[src/sv/nlf_pkg.sv]
// ----------------------------------------------------------------------------
// nlf_pkg
// types and constants shared by the natural log blocks
// ----------------------------------------------------------------------------
package nlf_pkg;

  localparam int unsigned DivStages = 15;   // two quotient bits per stage
  localparam int unsigned OutDepth  = 32;   // result queue entries
  localparam int unsigned MidDepth  = 4;    // front to back queue entries

  localparam logic [31:0] ExpMask  = 32'h7F80_0000;
  localparam logic [30:0] C3Q30    = 31'd357913952;
  localparam logic [30:0] C5Q30    = 31'd214748336;
  localparam logic [30:0] C7Q30    = 31'd153392320;
  localparam logic [30:0] C9Q30    = 31'd119493752;
  localparam logic [30:0] OneQ30   = 31'd1073741824;
  localparam logic [30:0] Ln2Q30   = 31'd744261120;
  localparam logic [8:0]  ExpBias  = 9'd127;

  // classified item
  typedef struct packed {
    logic              inv;
    logic signed [7:0] expo;
    logic [22:0]       frac;
  } item_t;

  // divider result
  typedef struct packed {
    logic              inv;
    logic signed [7:0] expo;
    logic [28:0]       z;
  } zitem_t;

  // finished result
  typedef struct packed {
    logic        inv;
    logic [31:0] ln;
  } res_t;

endpackage

[src/sv/nlf_front.sv]
// ----------------------------------------------------------------------------
// nlf_front
// classifies input items and holds them in a short queue
// ----------------------------------------------------------------------------
module nlf_front (
  input  logic          clk,
  input  logic          rst_n,
  input  logic          in_push,
  output logic          in_full,
  input  logic [31:0]   in_x_bits,
  input  logic          deq,
  output logic          q_empty,
  output nlf_pkg::item_t q_item
);
  import nlf_pkg::*;

  localparam int unsigned PW = $clog2(MidDepth);

  item_t          mem_r [MidDepth];
  logic [PW-1:0]  wp_r, wp_nxt, rp_r, rp_nxt;
  logic [PW:0]    cnt_r, cnt_nxt;
  item_t          cls;
  logic           wr_en;
  logic [8:0]     e9;

  // invalid: sign set, all-ones exponent, or zero
  always_comb begin
    e9       = {1'b0, in_x_bits[30:23]} - ExpBias;
    cls.inv  = (in_x_bits >= ExpMask) || (in_x_bits[30:0] == 31'd0);
    cls.expo = e9[7:0];
    cls.frac = in_x_bits[22:0];
  end

  assign in_full = (cnt_r == (PW+1)'(MidDepth));
  assign q_empty = (cnt_r == '0);
  assign wr_en   = in_push && !in_full;
  assign q_item  = mem_r[rp_r];

  always_comb begin
    wp_nxt  = wr_en ? wp_r + 1'b1 : wp_r;
    rp_nxt  = deq ? rp_r + 1'b1 : rp_r;
    cnt_nxt = cnt_r + (PW+1)'(wr_en) - (PW+1)'(deq);
  end

  always_ff @(posedge clk) begin
    if (!rst_n) begin
      wp_r  <= '0;
      rp_r  <= '0;
      cnt_r <= '0;
    end else begin
      wp_r  <= wp_nxt;
      rp_r  <= rp_nxt;
      cnt_r <= cnt_nxt;
    end
  end

  always_ff @(posedge clk) begin
    if (wr_en) begin
      mem_r[wp_r] <= cls;
    end
  end

endmodule

[config.mk]
export PLATFORM = sky130hd
export DESIGN_NAME = nlf_front
export DESIGN_NICKNAME = d
export VERILOG_FILES = /design/src/sv/nlf_pkg.sv /design/src/sv/nlf_front.sv
export SDC_FILE = /design/constraint.sdc
export NUM_CORES = 1
export LEC_CHECK = 0
export CELL_PAD_IN_SITES_DETAIL_PLACEMENT = 1
export CELL_PAD_IN_SITES_GLOBAL_PLACEMENT = 2
export CORE_ASPECT_RATIO = 2
export CORE_MARGIN = 2
export CORE_UTILIZATION = 48
export DETAILED_ROUTE_END_ITERATION = 12
export DONT_BUFFER_PORTS = 1
export GPL_ROUTABILITY_DRIVEN = 0
export MAX_ROUTING_LAYER = met4
export PLACE_DENSITY_LB_ADDON = 0.1
export SYNTH_ARGS = -nofsm -noshare
export SYNTH_HDL_FRONTEND = slang
export SYNTH_SLANG_ARGS = --single-unit
[constraint.sdc]
create_clock -name clk -period 2.8 [get_ports clk]
set_input_delay 0.56 -clock clk [delete_from_list [all_inputs] [get_ports clk]]
set_output_delay 0.56 -clock clk [all_outputs]
set_load 0.01 [all_outputs]
==> results.md <==
* Avg WL per Cell at 24.3 microns
* TritonRoute pass-1 iters at 4
* GRT Util Overall at about a fifth
* TritonCTS buffer count at 17
* Final-report max-slew violation count at 0
* Static leakage at 1.98 nW
* Total power at ~5.5 mW
* Peak VDD IR at 0.000604 V
* Power Density at approximately 900 nW/um^2
* Mux cell area share after synthesis at 13.9%
* Fin area at 6110 sq um
* Layout Nets at about 300
* CTS tree: built
* Total wire length at approximately 10000 microns
* Max Freq at 432 MHz
* Dominant synthesized flop cell: edfxtp_1
* Sequential cell area at between 4000 and 5000 sq um
* # rows at 54
* Initial DRC count at 106
* Max-cap violation count at 0
* Pin count of the biggest net entering global routing at 33
* Setup CP Type: flop to output pin
* Die Area at approximately 12,000 sq um
* Worst EP arrival at about 1.8 ns
* CP startpoint kind: flop
* Post-Synth XOR/XNOR Area at about 1.8%
* RSZ-0062 raised after global routing: no
* Vias in the first global route at 2,746
* First-pass GRT wire length at 15,900 microns
* Sequential fraction of the synthesis area at about 76%
* Antenna fix cells at 0
* Final setup violation count at 0
* CTS root buf: clkbuf_16
* Net Switching at between 1 and 1.5 mW
* Clk buf depth at 2
* DR vias at ~2,300
* Clk_skew at 0.00675 ns
* Setup crit end kind: output pin
* Synth async-reset ratio at 0%
* Hold Fails Final Rpt at 0
* Number of fill cells in the layout at between 900 and 1,000
* Mapped Area at about 5300 sq um
* Cells after synthesis at around 240
* Period minus WS final at 2.32 ns
* Post-DP HPWL at between 6000 and 7000 microns
* Sum Neg Setup Slack at 0 ns
* Resize count post-CTS at 0
* Clock Latency Late Sink at a little over 0.4 ns
* Status: finished, final reports clean
* CP Max Fanout at 18
* Pre-CTS setup slack at 0.501 ns
* DIE HEIGHT at 153 microns
* Placeable Area at between 10,000 and 15,000 sq um
* H-tree levels at 4
* Max-Slew Margin vs Limit at 62.4%
* Comb pwr share at between 10% and 20%
* Worst path required time at roughly 2.2 ns
* Die X at 78.3 microns
* Proportion of layout cells with a drive suffix above 1 at between 20% and 30%
* Number of synthesized flops with an enable pin at 128
* Placed instance area at between 5000 and 6000 sq um
* Yosys reg bits at ~140
* Synthesis Warnings at 0
* Distinct cells, synth at 24
* Starting Density at around 49%
* Post-CTS Setup Inserts at 0
* Simple-gate portion of the synthesized area at approximately 3.9%
* Largest family of logic cells by synthesized area: multiplexers
* Compound-gate portion of the synthesized area at 0.165%
* Core Util, Final at 56.6%
* Grt total ovfl at 0
* Syn nets at around 280
* DRC at 0
* Syn-to-layout area delta at 15.5%
* Sw Share at 22.7%
* Hold buffer count at CTS at 0
* Avg Vias per Cell at ~5.7
* Syn_area_per_cell at 22.1 sq um
* Multi-input combinational cell area at between 1000 and 1500 sq um
* Hold Path Class: input pin to flop
* I/O pins at 70
* Clock share of power at 41.3%
* Adder-cell share of the synthesized area at 2.03%
* Number of port buffers at 0
* Worst-Margin Slew at 0.559 ns
* Antenna violations before repair at 0
* Antenna Violating Nets Remaining at 0
* Worst setup margin at 0.483 ns
* Num Clock Sinks at roughly 140
* Seq pwr share at a little under half
* Int Power at 4.25 mW
* Worst-path clk slew at about 0.060 ns
* Crit share post-route at between 80% and 90%
==> logic make-up (layout without fill, tap and decap cells) <==
family,count (synthesis),count (layout)
compound gates,1,1
fa+ha+maj,8,8
simple gates,35,35
flops,137,137
buf+inv,14,45
xor+xnor,11,11
mux,33,33
==> flip-flops by register name (all words and copies together) (netlist names), named ones only <==
name and flops:
cnt_r 3, mem_r 128, rp_r 2, wp_r 2
==> placed cells by master, fill, tap and decap left out, types with 5 or more instances in the layout <==
cell	n
clkbuf_16	17
dfxtp_1	7
and2_1	6
edfxtp_1	128
buf_12	5
inv_1	6
xnor2_1	7
ha_1	7
nor4_1	7
mux4_2	30
==> stage by stage <==
step	hold slack, ns	std cells
4_1_cts	0.223	410
2_1_floorplan	0.528	239
5_1_grt	0.221	410
3_5_place_dp	0.580	379
6_report	0.245	410
3_3_place_gp	0.554	379
==> critical path: stages (launching register included) <==
cell and delay (ns):
dfxtp_2 0.68, buf_4 0.28, mux4_2 0.38
==> final timing paths <==
path,cells past startpoint,start,end,slack [ns]
setup / recovery,2,flop,q_item[30],0.48
hold / removal,0,in_x_bits[21],mem_r[1][21]$_DFFE_PP_,0.25
setup reg to reg,11,cnt_r[1]$_SDFF_PN0_,cnt_r[2]$_SDFF_PN0_,0.51
hold reg to reg,2,wp_r[1]$_SDFFE_PN0P_,wp_r[1]$_SDFFE_PN0P_,0.58
==> synthesized netlist by cell type, drive strengths merged, types with 2 or more instances <==
master	instances	area [sq um]
and2	10	62.6
buf	8	91.3
dfxtp	9	180
edfxtp	128	3840
ha	7	87.6
inv	6	22.5
mux4	32	728
nand2	3	11.3
nand3	3	15.0
nand4	2	12.5
nor2	3	11.3
nor2b	3	18.8
nor3	2	10.0
nor4	7	43.8
xnor2	7	61.3
xor2	4	35.0
==> cell type report <==
class	instances	area share, %
sequential	137	65.9
multi-input combinational	88	19.0
clock inverter	14	2.97
timing repair buffer	8	2.01
tap	140	2.87
clock buffer	17	6.96
inverter	6	0.368
==> power by group through the flow <==
stage / Combinational (mW) / Clock (mW) / Sequential, mW
CTS: 0.665 / 2.32 / 2.58
detailed placement: 0.659 / 0 / 2.62
finish: 0.642 / 2.27 / 2.58
floorplan: 0.492 / 0 / 2.59
global placement: 0.626 / 0 / 2.60
global route: 0.698 / 2.40 / 2.60
==> metal layers <==
layer	global-route usage (%)	part of all wire (%)	wire length, microns	up-vias
li1	-	-	-	1011
met1	20.0	35	3440	1223
met2	32.6	58	5740	75
met3	5.33	5.0	496	22
met4	10.0	2.9	289	0
met5	-	0	0	-
(Power assumes the default switching activity.)
