<file path="src/sv/nlf_pkg.sv">
// ----------------------------------------------------------------------------
// nlf_pkg
// types and constants shared by the natural log blocks
// ----------------------------------------------------------------------------
package nlf_pkg;

  localparam int unsigned DivStages = 15;   // two quotient bits per stage
  localparam int unsigned OutDepth  = 32;   // result queue entries
  localparam int unsigned MidDepth  = 4;    // front to back queue entries

  localparam logic [31:0] ExpMask  = 32'h7F80_0000;
  localparam logic [30:0] C3Q30    = 31'd357913952;
  localparam logic [30:0] C5Q30    = 31'd214748336;
  localparam logic [30:0] C7Q30    = 31'd153392320;
  localparam logic [30:0] C9Q30    = 31'd119493752;
  localparam logic [30:0] OneQ30   = 31'd1073741824;
  localparam logic [30:0] Ln2Q30   = 31'd744261120;
  localparam logic [8:0]  ExpBias  = 9'd127;

  // classified item
  typedef struct packed {
    logic              inv;
    logic signed [7:0] expo;
    logic [22:0]       frac;
  } item_t;

  // divider result
  typedef struct packed {
    logic              inv;
    logic signed [7:0] expo;
    logic [28:0]       z;
  } zitem_t;

  // finished result
  typedef struct packed {
    logic        inv;
    logic [31:0] ln;
  } res_t;

endpackage

</file>
<file path="src/sv/nlf_div.sv">
// ----------------------------------------------------------------------------
// nlf_div
// pipelined restoring divider, z = f*2^30 / (2^24 + f)
// ----------------------------------------------------------------------------
module nlf_div (
  input  logic            clk,
  input  logic            rst_n,
  input  logic            in_vld,
  input  nlf_pkg::item_t  in_item,
  output logic            out_vld,
  output nlf_pkg::zitem_t out_item
);
  import nlf_pkg::*;

  logic              vld_r  [DivStages];
  logic [25:0]       rem_r  [DivStages];
  logic [29:0]       q_r    [DivStages];
  logic [22:0]       frac_r [DivStages];
  logic signed [7:0] expo_r [DivStages];
  logic              inv_r  [DivStages];

  for (genvar s = 0; s < DivStages; s++) begin : g_stage
    logic [25:0]       rem_in, rem_nxt, sh;
    logic [29:0]       q_in, q_nxt;
    logic [22:0]       frac_in;
    logic signed [7:0] expo_in;
    logic              inv_in, vld_in;
    logic [25:0]       dv;

    if (s == 0) begin : g_first
      // f*2 is already below the divisor, so the top quotient bits are zero
      assign rem_in  = {2'b00, in_item.frac, 1'b0};
      assign q_in    = '0;
      assign frac_in = in_item.frac;
      assign expo_in = in_item.expo;
      assign inv_in  = in_item.inv;
      assign vld_in  = in_vld;
    end else begin : g_next
      assign rem_in  = rem_r[s-1];
      assign q_in    = q_r[s-1];
      assign frac_in = frac_r[s-1];
      assign expo_in = expo_r[s-1];
      assign inv_in  = inv_r[s-1];
      assign vld_in  = vld_r[s-1];
    end

    assign dv = {2'b01, 1'b0, frac_in};

    always_comb begin
      rem_nxt = rem_in;
      q_nxt   = q_in;
      sh      = '0;
      for (int j = 0; j < 2; j++) begin
        sh = {rem_nxt[24:0], 1'b0};
        if (sh >= dv) begin
          rem_nxt = sh - dv;
          q_nxt   = {q_nxt[28:0], 1'b1};
        end else begin
          rem_nxt = sh;
          q_nxt   = {q_nxt[28:0], 1'b0};
        end
      end
    end

    always_ff @(posedge clk) begin
      if (!rst_n) begin
        vld_r[s] <= 1'b0;
      end else begin
        vld_r[s] <= vld_in;
      end
    end

    always_ff @(posedge clk) begin
      rem_r[s]  <= rem_nxt;
      q_r[s]    <= q_nxt;
      frac_r[s] <= frac_in;
      expo_r[s] <= expo_in;
      inv_r[s]  <= inv_in;
    end
  end

  // one extra quotient bit was produced, drop it
  assign out_vld       = vld_r[DivStages-1];
  assign out_item.inv  = inv_r[DivStages-1];
  assign out_item.expo = expo_r[DivStages-1];
  assign out_item.z    = q_r[DivStages-1][29:1];

endmodule

</file>
<file path="config.mk">
export PLATFORM = sky130hd
export DESIGN_NAME = nlf_div
export DESIGN_NICKNAME = d
export VERILOG_FILES = /design/src/sv/nlf_pkg.sv /design/src/sv/nlf_div.sv
export SDC_FILE = /design/constraint.sdc
export NUM_CORES = 2
export LEC_CHECK = 0
export BUFFER_PORTS_ARGS = -buffer_cell sky130_fd_sc_hd__buf_2
export CAP_MARGIN = 25
export CORE_ASPECT_RATIO = 0.9
export CORE_MARGIN = 10
export CORE_UTILIZATION = 45
export CTS_CLUSTER_SIZE = 10
export DETAILED_ROUTE_END_ITERATION = 7
export SYNTH_ARGS = -nofsm -noshare
export SYNTH_HDL_FRONTEND = slang
export SYNTH_SLANG_ARGS = --single-unit
</file>
<file path="constraint.sdc">
create_clock -name clk -period 6.2 [get_ports clk]
set_input_delay 0.31 -clock clk [delete_from_list [all_inputs] [get_ports clk]]
set_output_delay 0.31 -clock clk [all_outputs]
set_load 0.05 [all_outputs]
</file>
==> impl_metrics.py <==
metrics = {
    "outcome": {
        "status": "completed",
    },
    "synth": {
        "synthAdderAreaFrac_pct": 13.6,
        "synth-edff-count": 0,
        "ys_seq_area_share_pct": 34.5,
        "synth_top_family_by_area": "compound AO/OA/AOI/OAI gates",
        "ys.flop_type": "dfxtp_1",
        "syn_inst": 6834,
        "ys_seq_elements": 1061,
        "syn-cell-area_mm2": 0.0616,
        "synth.area.mux_share_pct": 6.95,
        "yosys_warnings": 0,
        "synth-compound-area-share_pct": 20.9,
        "mappedNetlistNets": 7533,
        "synthXorXnorAreaFrac_pct": 7.84,
        "synth.distinct_cells": 116,
        "yosys.area_share.simple_pct": 12.0,
        "synthArstFlopShare_pct": 0,
        "avgSynthCellArea_um2": 9.02,
    },
    "critical_path": {
        "crit_family": "compound AO/OA/AOI/OAI gates",
        "timing.rr.end": "rem_r[1][55]",
        "crit_fanout": 11,
        "cp.buffers_inverters": 5,
        "cpPeakStageDelay_ns": 0.49,
        "r2r_cells": 24,
        "crit_start": "frac_r[1][24]",
        "crit_type": "reg2reg",
        "cpMaxStageDelayCell": "dfxtp_1",
        "cp.required_ns": 6.92,
        "crit_arrival_ns": 6.64,
        "worstSetupEndpointType": "register",
        "r2r_start": "frac_r[1][24]",
        "r2r_setup_slack_ns": 0.28,
        "cp_cell_sequence": "inv_1 -> fa_1 -> a21o_1 -> a221oi_2 -> o21ai_2 -> and4_4 -> o21ai_1 -> and3_1 -> buf_4 -> buf_4 -> mux2_2 -> ha_1 -> nand2_1 -> a21oi_1 -> o21ai_0 -> o21ai_1 -> a221o_1 -> nand3_1 -> a21oi_1 -> nor3_1 -> o21a_4 -> buf_4 -> o31ai_2 -> buf_4",
        "crit_path_frequent_cell": "buf_4",
        "startpoint_type": "register",
    },
    "timing": {
        "setup_ws_ns": 0.281,
        "fmaxAchievable_mhz": 169,
        "hold_violations": 0,
        "post-route-period-util_pct": 95.5,
        "finalMaxSlewViolations": 0,
        "worst_pin_slew_ns": 0.917,
        "finalSetupViolations": 0,
        "fin_crit_ns": 5.92,
        "fin_skew_ns": 0.0592,
        "maxSlewHeadroom_pct": 37.3,
        "rsz0062_at_grt": "false",
    },
    "global_routing": {
        "grt_pass1_vias": 47020,
        "grt_max_degree": 41,
        "track_usage_pct": 20.2,
        "globalRouteOverflowTotal": 0,
        "grt_pass1_wl_um": 250000,
        "antenna_found_initial": 5,
    },
    "final_layout": {
        "syn_to_final_growth_pct": 12.7,
        "design_area_mm2": 0.0695,
        "multi_input_area_mm2": 0.0380,
        "final_core_util_pct": 51.2,
        "filler_cell_count": 12735,
        "nets": 7777,
        "drive_gt1_share_pct": 12.4,
        "seq_area_mm2": 0.0213,
    },
    "floorplanning": {
        "die_h_um": 371,
        "die_w_um": 410,
        "design.portCount": 74,
        "dieArea_mm2": 0.152,
        "coreArea_mm2": 0.136,
        "initial_utilization_pct": 45.4,
        "rows": 128,
    },
    "placed_design": {
        "port_buffers": 73,
        "dpl_cell_area_mm2": 0.0647,
        "post-dp-hpwl_um": 126000,
        "place_ws_ns": -0.0434,
        "gp_congestion": 0.926,
    },
    "clock_network": {
        "cts.sinks": 1061,
        "cts.reportedPaths.clkPinSlew_ns": 0.06,
        "clk_latency_ns": 0.80,
        "cts_tree": "done",
        "cts_max_level": 4,
        "clock-root-buffer": "clkbuf_16",
        "numCtsBuffers": 131,
        "clockBufferDepth": 3,
    },
    "drt": {
        "drt-vias-per-instance": 5.44,
        "post_drt_wl_per_cell_um": 17.7,
        "ant_nets": 0,
        "finalWirelength_um": 158000,
        "vias": 48691,
        "drt_first_pass_iters": 6,
        "dr.first_iter.drc_count": 3220,
        "drc": 0,
    },
    "min_path": {
        "hold_start": "in_item[28]",
        "holdPathStages": 2,
        "hp-class": "in2reg",
        "hold-path-endpoint": "expo_r[0][5]",
    },
    "job": {
        "drv_cap": 0,
    },
}
through the flow:
stage          hold WS, ns  setup TNS [ns]  std cells
2_1_floorplan        0.310               0       6834
3_3_place_gp         0.310         -0.0723       8720
3_5_place_dp         0.312          -0.703       8720
4_1_cts             0.0921               0       8936
5_1_grt              0.130               0       8946
6_report             0.176               0       8949
kinds of logic after synthesis:
| logic type | after synthesis |
|---|---|
| AOI/OAI and AO/OA | 1990 |
| and+or+nand+nor | 1557 |
| DFF | 1061 |
| adders and majority gates | 664 |
| buffers and inverters | 640 |
| xor gates and xnor gates | 548 |
| muxes | 374 |
layer usage:
metal	vias up	GRT usage [%]	wire [um]
met5	-	0	0
met4	0	6.83	4690
met3	266	3.18	7690
met2	1060	33.5	72100
met1	22573	26.6	73700
li1	24792	-	-
worst max path at each step:
stage,to,cells past startpoint
global placement,rem_r[1][80],24
floorplan,rem_r[1][31],26
CTS,rem_r[0][59],21
detailed placement,rem_r[1][92],24
finish,rem_r[1][55],24
global route,rem_r[1][59],25
cell usage in the layout, fill, tap and decap left out, types with 15 or more instances in the layout:
cell type / netlist / final
ha_1: 651 / 650
mux2_2: 324 / 324
inv_1: 501 / 499
a21o_1: 285 / 285
o21ai_0: 380 / 369
dfxtp_1: 1061 / 1052
nor2b_1: 88 / 88
and4_1: 15 / 15
a21boi_0: 20 / 20
a21oi_1: 629 / 627
and2_1: 53 / 53
o31ai_1: 46 / 42
nor2_1: 459 / 459
o21a_1: 129 / 128
nand3_1: 96 / 96
o31a_1: 16 / 16
nand2b_1: 95 / 95
clkbuf_16: 0 / 133
a31oi_1: 44 / 41
nand4_1: 65 / 65
xor2_1: 136 / 136
buf_4: 15 / 120
nor3_1: 83 / 81
and3_1: 51 / 51
buf_2: 26 / 73
o21ai_1: 14 / 23
o211ai_1: 38 / 38
a31o_2: 23 / 22
a211oi_1: 68 / 63
or3_1: 33 / 33
or2_2: 20 / 20
mux2i_1: 15 / 15
xnor2_1: 408 / 408
dlygate4sd3_1: 0 / 35
mux2_4: 24 / 24
nand2_1: 445 / 443
o21bai_1: 91 / 90
cell type report:
type / count / share of cell area, %
repair buffers: 244 / 2.75
well taps: 1820 / 3.28
diodes: 3 / 0.0108
multi-input cells: 5133 / 54.8
inverters: 507 / 2.76
clock inverters: 28 / 0.805
flip-flops and latches: 1061 / 30.6
clock buffers: 153 / 5.03
synth_stat cells, drive strengths merged, types with 20 or more instances:
cell | instances | area share [%]
o211ai | 38 | 0.46
xor2 | 138 | 2.0
nand2 | 446 | 2.7
clkbuf | 73 | 0.45
a21boi | 20 | 0.24
o31ai | 48 | 0.62
nor2 | 461 | 2.8
a31o | 23 | 0.33
and2 | 54 | 0.55
nand2b | 95 | 0.96
nor3 | 83 | 0.67
a21oi | 634 | 5.2
a31oi | 49 | 0.56
or3 | 33 | 0.34
or2 | 22 | 0.22
inv | 507 | 3.1
dfxtp | 1061 | 34
nand3 | 97 | 0.80
nor2b | 88 | 0.89
a211oi | 70 | 0.87
and3 | 51 | 0.52
nand4 | 65 | 0.66
o21ai | 398 | 3.3
xnor2 | 410 | 5.9
a21o | 285 | 3.5
o21bai | 92 | 1.1
o21a | 131 | 1.6
ha | 651 | 13
buf | 60 | 0.66
mux2 | 359 | 6.7
flip-flops by register name (all words and copies together), names as in the netlist:
register	count
inv_r	15
vld_r	15
q_r	239
rem_r	350
frac_r	322
expo_r	120
what timing repair did:
action | 4_1_cts | 5_1_grt
resized for setup | 2 | 68
endpoints found under the setup margin | 21 | 296
endpoints found under the hold margin | 53 | 0
hold buffers | 35 | 0
buffers inserted | 0 | 8
gates cloned | 0 | 2
pin swaps | 0 | 11
Power is not shown: default switching activity piles up to over one toggle a cycle in this logic, so the estimate is an artifact.
