### config.mk
export PLATFORM = sky130hd
export DESIGN_NAME = nlf_outq
export DESIGN_NICKNAME = d
export VERILOG_FILES = /design/src/sv/nlf_pkg.sv /design/src/sv/nlf_outq.sv
export SDC_FILE = /design/constraint.sdc
export NUM_CORES = 1
export LEC_CHECK = 0
export ABC_AREA = 1
export BUFFER_PORTS_ARGS = -buffer_cell sky130_fd_sc_hd__buf_4
export CORE_ASPECT_RATIO = 2
export CORE_MARGIN = 2
export CORE_UTILIZATION = 45
export DETAILED_ROUTE_END_ITERATION = 12
export GPL_ROUTABILITY_DRIVEN = 0
export HOLD_SLACK_MARGIN = 0.08
export PLACE_DENSITY_LB_ADDON = 0.15
export SYNTH_ARGS = -nofsm -noshare
export SYNTH_HDL_FRONTEND = slang
export SYNTH_SLANG_ARGS = --single-unit
### constraint.sdc
create_clock -name clk -period 8.87 [get_ports clk]
set_clock_uncertainty 0.2 [all_clocks]
set_input_delay 0.4435 -clock clk [delete_from_list [all_inputs] [get_ports clk]]
set_output_delay 0.4435 -clock clk [all_outputs]
set_load 0.01 [all_outputs]
### src/sv/nlf_pkg.sv
// ----------------------------------------------------------------------------
// nlf_pkg
// types and constants shared by the natural log blocks
// ----------------------------------------------------------------------------
package nlf_pkg;

  localparam int unsigned DivStages = 15;   // two quotient bits per stage
  localparam int unsigned OutDepth  = 32;   // result queue entries
  localparam int unsigned MidDepth  = 4;    // front to back queue entries

  localparam logic [31:0] ExpMask  = 32'h7F80_0000;
  localparam logic [30:0] C3Q30    = 31'd357913952;
  localparam logic [30:0] C5Q30    = 31'd214748336;
  localparam logic [30:0] C7Q30    = 31'd153392320;
  localparam logic [30:0] C9Q30    = 31'd119493752;
  localparam logic [30:0] OneQ30   = 31'd1073741824;
  localparam logic [30:0] Ln2Q30   = 31'd744261120;
  localparam logic [8:0]  ExpBias  = 9'd127;

  // classified item
  typedef struct packed {
    logic              inv;
    logic signed [7:0] expo;
    logic [22:0]       frac;
  } item_t;

  // divider result
  typedef struct packed {
    logic              inv;
    logic signed [7:0] expo;
    logic [28:0]       z;
  } zitem_t;

  // finished result
  typedef struct packed {
    logic        inv;
    logic [31:0] ln;
  } res_t;

endpackage

### src/sv/nlf_outq.sv
// ----------------------------------------------------------------------------
// nlf_outq
// result queue in front of the output port
// ----------------------------------------------------------------------------
module nlf_outq (
  input  logic          clk,
  input  logic          rst_n,
  input  logic          wr,
  input  nlf_pkg::res_t wr_res,
  input  logic          rd,
  output logic          empty,
  output nlf_pkg::res_t rd_res
);
  import nlf_pkg::*;

  localparam int unsigned PW = $clog2(OutDepth);

  res_t          mem_r [OutDepth];
  logic [PW-1:0] wp_r, wp_nxt, rp_r, rp_nxt;
  logic [PW:0]   cnt_r, cnt_nxt;

  assign empty  = (cnt_r == '0);
  assign rd_res = mem_r[rp_r];

  always_comb begin
    wp_nxt  = wr ? wp_r + 1'b1 : wp_r;
    rp_nxt  = rd ? rp_r + 1'b1 : rp_r;
    cnt_nxt = cnt_r + (PW+1)'(wr) - (PW+1)'(rd);
  end

  always_ff @(posedge clk) begin
    if (!rst_n) begin
      wp_r  <= '0;
      rp_r  <= '0;
      cnt_r <= '0;
    end else begin
      wp_r  <= wp_nxt;
      rp_r  <= rp_nxt;
      cnt_r <= cnt_nxt;
    end
  end

  always_ff @(posedge clk) begin
    if (wr) begin
      mem_r[wp_r] <= wr_res;
    end
  end

endmodule

==> flow_summary_export.csv, run 1 <==
group,metric,value,unit
timing,whs,0.289,ns
cts,clockBufferDepth,3,
timing,rsz0062_at_grt,"false",
cts,post_cts_buffers,0,
logic_synthesis,yosys.area_share.simple,22.4,%
timing,tightest_slew,1.31,ns
logic_synthesis,synthMuxAreaShare,0,%
timing,post-route-period-util,57.8,%
logic_synthesis,synth_commonest_cells,"nand2_1 (1504), edfxtp_1 (1056), nand3_1 (798)",
place,portBuffers,70,
logic_synthesis,synth_top_flop_cell,"edfxtp_1",
global_route,grt_max_degree,229,
timing,hold_viol_final,0,
cts,cts_tree,"built",
floorplanning,start_util,45.3,%
critical_path,endpoint_kind,"output port",
drt,routed_wl,125,mm
critical_path,arrival,4.48,ns
drt,vias_per_cell,5.59,
critical_path,setup.worst_path.start_class,"register",
cells_and_area,layout-drive-gt1-share,7.67,%
logic_synthesis,synth_seq_cells,1077,
global_route,grt_pass1_vias,27000,
logic_synthesis,synth.net_count,3777,
drt,drt_first_iter_violations,2732,
cells_and_area,final_nets,3803,
logic_synthesis,synth_top_cell_by_area,"edfxtp_1",
logic_synthesis,ys_async_sr_fraction,0,%
run_status,outcome,"finished, final reports clean",
global_route,gr-usage-all-layers,25.1,%
critical_path,crit_required,8.23,ns
logic_synthesis,syn_inst,3726,
timing,period_minus_slack,5.12,ns
drt,drcViolationCount,0,
floorplanning,dieArea,100000,µm²
timing,maxSlewViolCount,0,
floorplanning,boundaryPins,71,
timing,maxSlewHeadroom,12.5,%
timing,setup_viol,0,
pwr,ir_drop,0.123,mV
logic_synthesis,yosysWarningCount,0,
global_route,overflow,0,
logic_synthesis,avgSynthCellArea,11.8,µm²
floorplanning,fp-row-count,162,
drt,vias,28200,
logic_synthesis,synth-xor-area-share,0.0199,%
floorplanning,chipWidth,225,µm
timing,fmax,195,MHz
cts,numCtsBuffers,92,
global_route,antenna_found_initial,6,
logic_synthesis,synth_edf_count,1056,
logic_synthesis,synth.most_common_cell,"nand2_1",
floorplanning,die_h,446,µm
cts,clk_latency,0.68,ns
logic_synthesis,synth_area,44000,µm²
floorplanning,core,97100,µm²
cts,root_buffer,"clkbuf_16",
cts,clock-sinks,1077,
timing,setup_tns,0,ns
cells_and_area,syn2layout_area_growth,10.2,%
logic_synthesis,synth.top_cells.by_area,"edfxtp_1 (72%), nand2_1 (13%), nand3_1 (9.1%), buf_6 (1.5%), buf_2 (1.5%)",
cts,cts_resized,0,
flow_run,cap_viol_max_count,0,
logic_synthesis,synth_cell_type_count,26,
drt,drt_first_pass_iters,5,
logic_synthesis,synth_top_family_by_area,"simple AND/OR/NAND/NOR gates",
worst_hold_path,min_path_type,"reg -> reg",
cts,clkSlewWorstSetupHoldPaths,0.07,ns
drt,antenna_left,0,
critical_path,path_max_fanout,228,
logic_synthesis,yosysSeqAreaShare,73.1,%
pwr,power_density,217,nW/µm²
drt,wl_per_cell,24.7,µm
pwr,power.leakage,17.5,nW
critical_path,critPathKind,"reg -> out",
logic_synthesis,synth-compound-area-share,0.268,%
cells_and_area,nFillCells,8420,
logic_synthesis,synth_fa_ha_area_share,0.416,%
logic_synthesis,netlist.area_leader.share,72.1,%
global_route,grt_pass1_wl,182,mm
cts,ctsHtreeMaxLevel,3,
place,dp_hpwl,60.4,mm
pwr,finalPower,10.5,mW
[stage by stage]
| stage | setup slack [ns] | instance area (µm²) | utilization [%] | instances |
|---|---|---|---|---|
| 2_1_floorplan | 5.80 | 44000 | - | 3726 |
| 3_3_place_gp | 4.35 | 45200 | 46.5 | 4851 |
| 3_5_place_dp | 4.43 | 45200 | 46.5 | 4851 |
| 4_1_cts | 3.68 | 48400 | 49.9 | 5049 |
| 5_1_grt | 3.44 | 48400 | 49.9 | 5050 |
| 6_report | 3.75 | 48500 | 49.9 | 5051 |
[worst paths after layout]
path                        start                      to  slack [ns]  cells past startpoint
max                      register              rd_res[27]        3.75                     11
min          rp_r[3]$_SDFFE_PN0P_                register        0.29                      2
max reg2reg  wp_r[1]$_SDFFE_PN0P_  mem_r[9][30]$_DFFE_PP_        5.63                      5
min reg2reg  rp_r[3]$_SDFFE_PN0P_                register        0.29                      2
[per-layer routing]
layer / vias up / global-route usage (%) / wire [µm]
li1: 13000 / - / -
met1: 14100 / 31.5 / 49100
met2: 952 / 44.7 / 65000
met3: 184 / 3.43 / 7210
met4: 4 / 7.80 / 3670
met5: - / 0 / 28
[state kept, by name, summed over array words and instances (netlist names), named ones only]
name,flops
wp_r,5
rp_r,5
cnt_r,6
mem_r,1056
[placed cells by master (no fill, tap or decap), drive strengths merged]
cell type / count
a21oi: 12
nor4: 1
o21ai: 6
nor3: 3
edfxtp: 1056
fa: 1
clkbuf: 109
xnor2: 1
nor2: 47
buf: 123
ha: 13
a31oi: 2
inv: 30
nand2: 1504
bufinv: 9
nand4: 2
dlygate4sd3: 37
dfxtp: 21
diode: 2
o31ai: 1
a21o: 1
clkinvlp: 5
nand3: 798
clkinv: 37
[where the power goes]
part | internal, mW | switching (mW)
registers | 5.62 | 0.0283
clock network | 2.21 | 1.82
logic | 0.249 | 0.574
total | 8.08 | 2.42
[repair_timing]
item / in CTS / in global routing
hold endpoints to repair: 1077 / 0
endpoints found under the setup margin: 0 / 0
hold buffers: 37 / 0
[layout make-up]
class,count,area [µm²],share of cell area (%)
Antenna cell,2,5.00,0.0103
Clock buffer,109,2430,5.01
Clock inverter,52,487,1.00
Inverter,29,139,0.287
Multi-Input combinational cell,2392,10400,21.5
Sequential cell,1077,32100,66.3
Tap cell,1230,1540,3.18
Timing Repair Buffer,160,1310,2.70
[worst max-delay path, cell delays in order, from the launching register on]
cell and delay, ns:
dfxtp_4 0.83, buf_12 0.67, buf_4 0.90, nand2_1 0.11
nand3_1 0.14, nand3_1 0.09, nand2_1 0.11, nand2_1 0.05
nand2_1 0.10, nand2_1 0.05, nand2_1 0.21, buf_4 0.17
[cell families (layout without fill, tap and decap cells)]
family                   count (synthesis)  after routing
AO/OA/AOI/OAI                           22             22
XOR/XNOR                                 1              1
adder cells (fa/ha/maj)                 14             14
buffers and inverters                  257            350
flip-flops                            1077           1077
other                                    0              2
AND/OR/NAND/NOR                       2355           2355
Note: power is estimated with default switching activity, not from simulation.
==> run 2: changes to the inputs <==
ABC_AREA = 0   (was 1)
clock period = 4.65 ns   (was 8.87 ns; I/O delays follow)
==> run 2 against run 1 <==
Via count down 26%. Critical path type unchanged. Flip-flop and latch count unchanged. Hold slack worse by 0.10 ns. Routed wire length down 12%. Clock power up 95%. Synthesized cell count down 44%.
==> flow_summary_export.csv, run 2 <==
group,metric,value,unit
run_status,outcome,"finished, final reports clean",
logic_synthesis,syn_inst,2088,
global_route,grt_max_degree,73,
global_route,grt_pass1_wl,157,mm
cts,cts_resized,0,
floorplanning,die_h,433,µm
timing,period_minus_slack,4.19,ns
critical_path,reg2reg_slack,1.76,ns
pwr,power.leakage,14.7,nW
logic_synthesis,avgSynthCellArea,19.9,µm²
worst_hold_path,worstHoldStart,"rst_n",
critical_path,ff2ff_path_depth,5,
logic_synthesis,synth_top_cell_by_area,"edfxtp_1",
logic_synthesis,netlist.area_leader.share,76.5,%
cells_and_area,final_common_cell,"edfxtp_1",
timing,maxSlewViolCount,0,
pwr,power_density,418,nW/µm²
timing,rsz0062_at_grt,"false",
cells_and_area,regMostFlops,"mem_r",
floorplanning,fp-row-count,157,
cells_and_area,nFillCells,7308,
logic_synthesis,synth_top_flop_cell,"edfxtp_1",
global_route,gr-usage-all-layers,23.6,%
timing,fmax,239,MHz
floorplanning,core,91300,µm²
logic_synthesis,synth_edf_count,1056,
floorplanning,start_util,45.4,%
place,dp_cells,3320,
logic_synthesis,synth.most_common_cell,"edfxtp_1",
cts,clock-sinks,1077,
timing,hold_viol_final,0,
logic_synthesis,synth_commonest_cells,"edfxtp_1 (1056), mux2_2 (149), mux4_2 (132)",
cells_and_area,reg_top3,"mem_r (1056), cnt_r (6)",
cells_and_area,layout_common_cells,"edfxtp_1 (1056), mux2_2 (149), buf_4 (148), mux4_2 (132), clkbuf_16 (96)",
logic_synthesis,synth_cell_type_count,42,
drt,routed_wl,110,mm
drt,vias,20900,
cts,cts_tree,"built",
timing,setup_tns,0,ns
cells_and_area,diodes,0,
cells_and_area,largest_register_ffs,1056,
worst_hold_path,hold_depth,3,
drt,vias_per_cell,5.94,
global_route,grt_pass1_vias,22100,
timing,setup_viol,0,
cells_and_area,layout-drive-gt1-share,26.6,%
critical_path,crit_required,4.22,ns
critical_path,setup.worst_path.start_class,"register",
global_route,overflow,0,
drt,drt_first_iter_violations,1927,
critical_path,critPathKind,"reg -> out",
timing,maxSlewHeadroom,18.8,%
critical_path,reg2reg_from,"wp_r[0]$_SDFFE_PN0P_",
cts,numCtsBuffers,92,
logic_synthesis,synth_area,41500,µm²
floorplanning,dieArea,94700,µm²
cts,root_buffer,"clkbuf_16",
logic_synthesis,synth_seq_cells,1077,
cts,clk_latency,0.68,ns
critical_path,path_max_fanout,59,
cts,ctsHtreeMaxLevel,3,
floorplanning,boundaryPins,71,
logic_synthesis,ys_async_sr_fraction,0,%
global_route,antenna_found_initial,1,
flow_run,cap_viol_max_count,0,
logic_synthesis,yosysSeqAreaShare,77.5,%
floorplanning,chipWidth,219,µm
cells_and_area,stdcell_count,3527,
drt,drt_first_pass_iters,5,
pwr,ir_drop,0.266,mV
logic_synthesis,yosysWarningCount,0,
place,portBuffers,70,
cells_and_area,syn2layout_area_growth,14.5,%
cts,post_cts_buffers,0,
timing,post-route-period-util,90.1,%
cts,clockBufferDepth,3,
cts,clkSlewWorstSetupHoldPaths,0.07,ns
critical_path,endpoint_kind,"output port",
cells_and_area,final_nets,2310,
drt,wl_per_cell,31.1,µm
worst_hold_path,min_path_type,"in -> reg",
drt,antenna_left,0,
timing,tightest_slew,1.22,ns
place,dp_hpwl,62.3,mm
drt,drcViolationCount,0,
critical_path,arrival,3.76,ns
logic_synthesis,synth.net_count,2139,
worst_hold_path,min_to,"wp_r[4]$_SDFFE_PN0P_",
logic_synthesis,synth.top_cells.by_area,"edfxtp_1 (76%), mux4_2 (7.2%), mux2_2 (4.0%), a22o_1 (1.4%), mux2_1 (1.3%)",
critical_path,r2r_end,"mem_r[18][16]$_DFFE_PP_",
run 2: worst max-delay path, stage by stage, from the launching register on:
cell and delay [ns]:
dfxtp_4 0.98, buf_4 0.69, mux2_2 0.40, o22ai_1 0.16, nor3_1 0.09, or4_1 0.55, buf_4 0.17
run 2: worst max-delay path by stage:
stage / from / to / slack [ns] / depth (start not counted)
floorplan: wp_r[2]$_SDFFE_PN0P_ / mem_r[4][0]$_DFFE_PP_ / 1.57 / 3
global placement: register / rd_res[14] / 1.05 / 6
detailed placement: register / rd_res[14] / 1.06 / 6
CTS: register / rd_res[14] / 0.33 / 5
global route: register / rd_res[14] / 0.23 / 6
finish: register / rd_res[14] / 0.46 / 6
run 2: repair_timing:
item,in CTS,in global routing
endpoints found under the setup margin,0,0
hold buffers,37,0
hold endpoints to repair,1077,0
run 2: final cells by class:
class,count,area (µm²),area share [%]
tap,1192,1490,3.14
multi-input combinational,879,9040,19.0
timing repair buffer,196,1700,3.59
sequential,1077,32100,67.7
inverter,13,48.8,0.103
clock inverter,56,552,1.16
clock buffer,114,2480,5.23
run 2: logic make-up after synthesis:
kind of cell               count (synthesis)  share of synthesized area (%)
buffers and inverters                    132                           1.40
DFF                                     1077                           77.5
and+or+nand+nor                          250                           3.31
muxes                                    332                           12.6
adders and majority gates                 14                          0.441
xor gates and xnor gates                   9                          0.190
AOI/OAI and AO/OA                        274                           4.55
run 2: power by group:
group / total (mW) / switching, mW / internal [mW]
Clock: 7.86 / 3.50 / 4.36
Sequential: 10.8 / 0.0438 / 10.7
Combinational: 1.20 / 0.708 / 0.496
Total: 19.8 / 4.25 / 15.6
run 2: metrics by stage:
| stage | total power [mW] | area (µm²) | hold slack [ns] | worst slack [ns] | util, % |
|---|---|---|---|---|---|
| final | 19.8 | 47500 | 0.190 | 0.460 | 51.9 |
| after global routing | 20.4 | 47500 | 0.214 | 0.232 | 51.9 |
| after CTS | 20.0 | 47500 | 0.161 | 0.326 | 51.9 |
| after detailed placement | 12.2 | 44000 | 0.313 | 1.06 | 48.2 |
| after global placement | 12.1 | 44000 | 0.311 | 1.05 | 48.2 |
| after floorplan | 11.6 | 41500 | 0.131 | 1.57 | - |
run 2: layer usage:
layer  vias up  wire length (µm)  track usage (%)
li1       8903                 -                -
met5         -                 0                0
met3       185              4900             2.85
met4         0              3370             7.84
met2       601             61800             44.5
met1     11300             39700             27.6
